==> src/hdl/csr_pkg.sv <==
// ----------------------------------------------------------------------------
// Circle span rasterizer package
// Shared constants and the stage record passed down the span pipeline.
// ----------------------------------------------------------------------------
package csr_pkg;

  localparam int ScreenWidth  = 240;
  localparam int ScreenHeight = 240;
  localparam int MaxRadius    = 31;

  localparam int CoordW = 10;
  localparam int RadW   = 5;
  localparam int ColorW = 16;
  localparam int RowW   = 8;
  localparam int LenW   = 6;
  localparam int SqW    = 10;
  localparam int RootW  = 5;
  localparam int WideW  = 13;

  typedef struct packed {
    logic signed [CoordW-1:0] cx;
    logic signed [CoordW-1:0] cy;
    logic signed [RadW+1:0]   dy;
    logic [ColorW-1:0]        color;
    logic                     last;
  } span_ctx_t;

  typedef struct packed {
    logic [RowW-1:0]   row;
    logic [RowW-1:0]   start;
    logic [LenW-1:0]   length;
    logic [ColorW-1:0] color;
    logic              vis;
    logic              last;
  } span_out_t;

endpackage

==> src/hdl/csr_span_pipe.sv <==
// ----------------------------------------------------------------------------
// Span pipeline
// Square, integer square root in five stages, then clipping, with stall.
// ----------------------------------------------------------------------------
module csr_span_pipe (
  input  logic                 clk,
  input  logic                 rst,
  input  logic                 in_valid,
  output logic                 in_ready,
  input  csr_pkg::span_ctx_t   in_ctx,
  input  logic [csr_pkg::RadW-1:0] in_r,
  output logic                 out_valid,
  input  logic                 out_ready,
  output csr_pkg::span_out_t   out_span
);

  localparam int NS = 8;

  logic                          vld [NS];
  csr_pkg::span_ctx_t            ctx [NS-1];
  logic [csr_pkg::SqW-1:0]       rem [NS-2];
  logic [csr_pkg::RootW-1:0]     root [NS-1];
  logic                          adv;
  logic [csr_pkg::SqW-1:0]       sq_next;
  logic [csr_pkg::RadW:0]        ady;
  csr_pkg::span_out_t            res_next;
  logic signed [csr_pkg::WideW-1:0] row_w, first_w, end_w;

  assign adv = !vld[NS-1] || out_ready;
  assign in_ready = adv;
  assign out_valid = vld[NS-1];

  always_comb begin
    ady = in_ctx.dy[csr_pkg::RadW+1] ? (csr_pkg::RadW+1)'(-in_ctx.dy)
                                     : (csr_pkg::RadW+1)'(in_ctx.dy);
    sq_next = csr_pkg::SqW'(in_r * in_r) - csr_pkg::SqW'(ady * ady);
  end

  always_comb begin
    row_w   = csr_pkg::WideW'(ctx[NS-2].cy) + csr_pkg::WideW'(ctx[NS-2].dy);
    first_w = csr_pkg::WideW'(ctx[NS-2].cx) - csr_pkg::WideW'({1'b0, root[NS-2]});
    end_w   = csr_pkg::WideW'(ctx[NS-2].cx) + csr_pkg::WideW'({1'b0, root[NS-2]}) + 13'sd1;
    if (first_w < 0) first_w = '0;
    if (end_w > csr_pkg::WideW'(csr_pkg::ScreenWidth))
      end_w = csr_pkg::WideW'(csr_pkg::ScreenWidth);
    res_next.vis = !(row_w < 0 || row_w >= csr_pkg::WideW'(csr_pkg::ScreenHeight)
                     || end_w <= first_w);
    res_next.row    = res_next.vis ? row_w[csr_pkg::RowW-1:0] : '0;
    res_next.start  = res_next.vis ? first_w[csr_pkg::RowW-1:0] : '0;
    res_next.length = res_next.vis ? csr_pkg::LenW'(end_w - first_w) : '0;
    res_next.color  = ctx[NS-2].color;
    res_next.last   = ctx[NS-2].last;
  end

  always_ff @(posedge clk) begin
    if (rst) begin
      for (int i = 0; i < NS; i++) vld[i] <= 1'b0;
    end else if (adv) begin
      vld[0] <= in_valid;
      for (int i = 1; i < NS; i++) vld[i] <= vld[i-1];
    end
  end

  always_ff @(posedge clk) begin
    if (adv) begin
      ctx[0]  <= in_ctx;
      rem[0]  <= sq_next;
      root[0] <= '0;
      for (int i = 1; i <= csr_pkg::RootW; i++) begin
        logic [csr_pkg::RootW-1:0] t;
        t = root[i-1] | csr_pkg::RootW'(1 << (csr_pkg::RootW - i));
        ctx[i]  <= ctx[i-1];
        if (i < NS - 2) rem[i] <= rem[i-1];
        root[i] <= (csr_pkg::SqW'(t * t) <= rem[i-1]) ? t : root[i-1];
      end
      ctx[NS-2]  <= ctx[NS-3];
      root[NS-2] <= root[NS-3];
      out_span   <= res_next;
    end
  end

endmodule

==> src/hdl/circle_span_rasterizer_top.sv <==
// ----------------------------------------------------------------------------
// Circle span rasterizer
// Turns one filled-circle command into 2*radius+1 clipped horizontal spans.
// ----------------------------------------------------------------------------
// Each span passes the square, square-root and clipping registers of the span
// pipeline. The issuer sends one span per cycle when the pipeline does not
// stall, and takes a new command once the previous one's last span is issued.
// The span pipeline accepts one row offset per cycle when not stalled.
// Reset clears the issuer, the held command and all pipeline valid bits.
module circle_span_rasterizer_top (
  input  logic        clk,
  input  logic        rst,
  input  logic        in_valid,
  output logic        in_ready,
  input  logic signed [9:0] center_x,
  input  logic signed [9:0] center_y,
  input  logic [4:0]  radius,
  input  logic [15:0] fill_color,
  output logic        out_valid,
  input  logic        out_ready,
  output logic [7:0]  span_row,
  output logic [7:0]  span_start,
  output logic [5:0]  span_length,
  output logic [15:0] span_color,
  output logic        visible,
  output logic        last_span
);

  logic                busy;
  logic signed [9:0]   held_cx, held_cy;
  logic [4:0]          held_r;
  logic [15:0]         held_color;
  logic signed [6:0]   dy;
  logic                p_ready;
  csr_pkg::span_ctx_t  ctx;
  csr_pkg::span_out_t  span;

  assign in_ready = !busy;
  assign ctx.cx = held_cx;
  assign ctx.cy = held_cy;
  assign ctx.dy = dy;
  assign ctx.color = held_color;
  assign ctx.last = (dy == $signed({2'b00, held_r}));

  always_ff @(posedge clk) begin
    if (rst) begin
      busy <= 1'b0;
    end else if (in_valid && !busy) begin
      busy <= 1'b1;
    end else if (busy && p_ready && ctx.last) begin
      busy <= 1'b0;
    end
  end

  always_ff @(posedge clk) begin
    if (rst) begin
      held_cx    <= '0;
      held_cy    <= '0;
      held_r     <= '0;
      held_color <= '0;
      dy         <= '0;
    end else if (in_valid && !busy) begin
      held_cx    <= center_x;
      held_cy    <= center_y;
      held_r     <= radius;
      held_color <= fill_color;
      dy         <= -$signed({2'b00, radius});
    end else if (busy && p_ready) begin
      dy <= dy + 7'sd1;
    end
  end

  csr_span_pipe u_pipe (
    .clk      (clk),
    .rst      (rst),
    .in_valid (busy),
    .in_ready (p_ready),
    .in_ctx   (ctx),
    .in_r     (held_r),
    .out_valid(out_valid),
    .out_ready(out_ready),
    .out_span (span)
  );

  assign span_row    = span.row;
  assign span_start  = span.start;
  assign span_length = span.length;
  assign span_color  = span.color;
  assign visible     = span.vis;
  assign last_span   = span.last;

  a_len_zero: assert property (@(posedge clk) disable iff (rst)
    out_valid && !visible |-> span_length == 6'd0) else $error("length on hidden span");
  a_len_vis: assert property (@(posedge clk) disable iff (rst)
    out_valid && visible |-> span_length != 6'd0) else $error("empty visible span");
  a_busy_dy: assert property (@(posedge clk) disable iff (rst)
    busy |-> dy <= $signed({2'b00, held_r})) else $error("row offset overrun");

endmodule

==> config.mk <==
export PLATFORM = sky130hd
export DESIGN_NAME = circle_span_rasterizer_top
export DESIGN_NICKNAME = d
export VERILOG_FILES = /design/src/hdl/csr_pkg.sv /design/src/hdl/csr_span_pipe.sv /design/src/hdl/circle_span_rasterizer_top.sv
export SDC_FILE = /design/constraint.sdc
export NUM_CORES = 1
export LEC_CHECK = 0
export ABC_AREA = 1
export ABC_CLOCK_PERIOD_IN_PS = 10560
export BUFFER_PORTS_ARGS = -buffer_cell sky130_fd_sc_hd__buf_2
export CAP_MARGIN = 10
export CELL_PAD_IN_SITES_DETAIL_PLACEMENT = 0
export CELL_PAD_IN_SITES_GLOBAL_PLACEMENT = 1
export CORE_ASPECT_RATIO = 0.6
export CORE_MARGIN = 2
export CORE_UTILIZATION = 46
export DETAILED_ROUTE_END_ITERATION = 6
export PLACE_DENSITY = 0.77
export SYNTH_ARGS = -nofsm -noshare
export SYNTH_HDL_FRONTEND = slang
export SYNTH_HIERARCHICAL = 1
export SYNTH_SLANG_ARGS = --single-unit
==> constraint.sdc <==
create_clock -name clk -period 10.56 [get_ports clk]
set_clock_uncertainty 0.1 [all_clocks]
set_input_delay 0.528 -clock clk [delete_from_list [all_inputs] [get_ports clk]]
set_output_delay 0.528 -clock clk [all_outputs]
set_load 0.02 [all_outputs]
==> flow_metrics.py <==
metrics = {
    "layout": {
        "multiInputGateArea_sq_um": 5020,
        "regArea_sq_um": 13800,
        "antenna_cells": 0,
        "syn2layout_area_growth_pct": 13.0,
        "n_fill_cell": 3538,
        "final_cell_mix": "edfxtp_1, nand2_1, inv_1",
        "drive_above_1_share": 0.129,
        "final_common_cell": "edfxtp_1",
        "layout.nets": 1765,
    },
    "timing": {
        "fmax_mhz": 169,
        "slew_violations": 0,
        "setup_tns_ns": 0,
        "fin_crit_sh": 0.561,
        "setup_viol": 0,
        "worst_slew_pin_slew_ns": 1.15,
        "hold_viol": 0,
        "min_period_ns": 5.93,
        "max_slew_margin": 0.232,
        "rsz0062_at_grt": "no",
        "layout_setup_ws_ns": 4.63,
    },
    "drt": {
        "antenna_left": 0,
        "routed_via_density": 4.71,
        "drt_iter0_markers": 865,
        "num_vias": 10300,
        "drc_errors": 0,
        "dr.pass1.iters": 5,
        "wl_per_cell_microns": 14.1,
        "finalWirelength_mm": 30.8,
    },
    "setup_path": {
        "r2r_setup_slack_ns": 4.63,
        "endpoint_kind": "flip-flop",
        "crit_type": "flip-flop to flip-flop",
        "timing.rr.start": "dy[0]$_SDFFE_PP0P_",
        "r2r_cells": 21,
        "r2r-end": "u_pipe/rem[0][8]$_DFFE_PN_",
        "required_ns": 10.78,
        "worstPathMaxFanout": 11,
        "crit_start": "dy[0]$_SDFFE_PP0P_",
        "cp.arrival_ns": 6.15,
        "start_kind": "flip-flop",
    },
    "logic_synthesis": {
        "syn_avg_cell_area_sq_um": 13.4,
        "netlist_instances": 1471,
        "synth-main-ff-cell": "edfxtp_1",
        "syn_area_sq_um": 19700,
        "synth_nets": 1655,
        "yosysSeqAreaShare": 0.698,
        "ys_warn_count": 6,
        "synth_edf_count": 426,
        "synth-seq-cells": 475,
        "synthArstFlopShare": 0,
        "yosysUniqueCellTypes": 45,
    },
    "cts": {
        "clkLatencyLatePin_ns": 0.56,
        "holdBufCountCts": 0,
        "cts_buffer_depth": 3,
        "htree_levels": 2,
        "post_cts_buffers": 0,
        "numClockSinks": 475,
        "cts_resized": 0,
        "path_clk_slew_ns": 0.07,
        "cts_buffers": 43,
        "cts_tree": "built",
        "root_buffer": "clkbuf_16",
    },
    "global_routing": {
        "grt-ovfl-total": 0,
        "grt_use_total": 0.139,
        "grt_pass1_wl_mm": 49.7,
        "grt_pass1_vias": 9685,
        "grt_max_degree": 209,
        "antenna_found_initial": 1,
    },
    "die": {
        "die_w_microns": 271,
        "die-area_sq_um": 44600,
        "initial_core_util": 0.468,
        "io_pins": 87,
        "die_y_microns": 164,
        "coreArea_sq_um": 42100,
        "rows": 58,
    },
    "placement": {
        "post-place-ws_ns": 4.65,
        "dp_hpwl_mm": 21.1,
        "routabilityCongestion": 0.850,
        "portBuffers": 86,
    },
    "pwr": {
        "p_clk_frac": 0.261,
        "leakagePower_nw": 9.92,
        "p_switching_mw": 2.02,
        "p_total_mw": 6.23,
        "pwr-share-comb": 0.324,
        "pwr-share-seq": 0.415,
        "p_int_mw": 4.21,
        "peakVddDrop_mv": 0.159,
        "power_density_nw_per_um2": 280,
        "switching_share": 0.324,
    },
    "min_path": {
        "hold_class": "input pin to flip-flop",
        "whs_endpoint": "held_color[11]$_SDFFE_PP0N_",
        "hold-path-cell-count": 3,
        "hp-start": "fill_color[11]",
    },
    "status": {
        "status": "completed",
    },
    "run": {
        "cap_viol_max_count": 0,
    },
}
cells in the mapped netlist, types with 5 or more instances:
master / count / share of area
nor3_1: 5 / 0.0013
inv_2: 7 / 0.0013
dfxtp_1: 49 / 0.050
o21ai_0: 57 / 0.014
xor2_1: 17 / 0.0076
nor4_1: 5 / 0.0016
ha_1: 104 / 0.066
fa_1: 35 / 0.036
nand4_1: 9 / 0.0029
nand2_1: 205 / 0.039
a21oi_1: 47 / 0.012
nand3_1: 58 / 0.015
nand3b_1: 6 / 0.0023
edfxtp_1: 426 / 0.65
inv_1: 199 / 0.038
buf_2: 5 / 0.0013
nor2_2: 20 / 0.0063
clkbuf_1: 11 / 0.0021
xnor2_1: 17 / 0.0076
nor2_1: 140 / 0.027
flip-flops by register name, summed over array words and instances, names as in the netlist:
name and flops:
busy 1, dy 7, held_color 16, held_cx 10, held_cy 10, held_r 5
u_pipe/ctx 308, u_pipe/out_span 40, u_pipe/rem 50, u_pipe/root 20, u_pipe/vld 8
metal layers:
metal,up-vias,track usage,part of all wire
met1,4795,0.222,0.54
li1,5244,-,-
met4,0,0.0275,0.013
met5,-,0,0
met3,35,0.0371,0.060
met2,219,0.189,0.39
cell families after synthesis:
| group | after synthesis | share of synthesized area |
|---|---|---|
| buf+inv | 233 | 0.0478 |
| xor+xnor | 34 | 0.0151 |
| flops | 475 | 0.698 |
| simple gates | 463 | 0.101 |
| compound gates | 127 | 0.0360 |
| fa+ha+maj | 139 | 0.102 |
power by group through the flow:
stage | registers (mW) | logic, mW | clock network [mW]
2_1_floorplan | 2.59 | 1.57 | 0
3_3_place_gp | 2.61 | 1.96 | 0
3_5_place_dp | 2.63 | 2.01 | 0
4_1_cts | 2.59 | 2.02 | 1.68
6_report | 2.58 | 2.02 | 1.63
5_1_grt | 2.62 | 2.32 | 1.75
critical path: stages (launching register included):
cell and delay [ns]:
dfxtp_1 0.56, inv_1 0.27, ha_1 0.28, nand3_1 0.08
nand2_1 0.06, or2_2 0.28, nand2_1 0.13, nand2_1 0.10
fa_1 0.55, fa_1 0.53, fa_1 0.55, inv_1 0.06
fa_1 0.51, fa_1 0.55, inv_1 0.05, ha_1 0.37
nand3_1 0.12, nand2_1 0.12, nand2_1 0.07, a21oi_1 0.14
nor2_1 0.07, xnor2_1 0.11
through the flow:
| stage | utilization | area (sq um) | std cells | hold WS, ns |
|---|---|---|---|---|
| 6_report | 0.529 | 22300 | 2185 | 0.116 |
| 5_1_grt | 0.529 | 22300 | 2185 | 0.106 |
| 4_1_cts | 0.529 | 22300 | 2185 | 0.0871 |
| 3_5_place_dp | 0.493 | 20800 | 2106 | 0.305 |
| 3_3_place_gp | 0.493 | 20800 | 2106 | 0.300 |
| 2_1_floorplan | - | 19700 | 1471 | 0.300 |
how the worst max path moves through the flow:
stage	endpoint	slack (ns)	cells past startpoint
floorplan	dy[5]$_SDFFE_PP0P_	3.43	7
global placement	u_pipe/rem[0][8]$_DFFE_PN_	4.86	21
detailed placement	u_pipe/rem[0][8]$_DFFE_PN_	4.65	21
CTS	u_pipe/rem[0][8]$_DFFE_PN_	4.64	21
global route	u_pipe/rem[0][8]$_DFFE_PN_	4.33	21
finish	u_pipe/rem[0][8]$_DFFE_PN_	4.63	21
layout make-up:
class                   count  area share
clock inverters            30      0.0180
flip-flops and latches    475       0.618
repair buffers             90      0.0212
well taps                 570      0.0320
inverters                 208      0.0353
clock buffers              49      0.0498
multi-input cells         763       0.225
(Power assumes the default switching activity.)
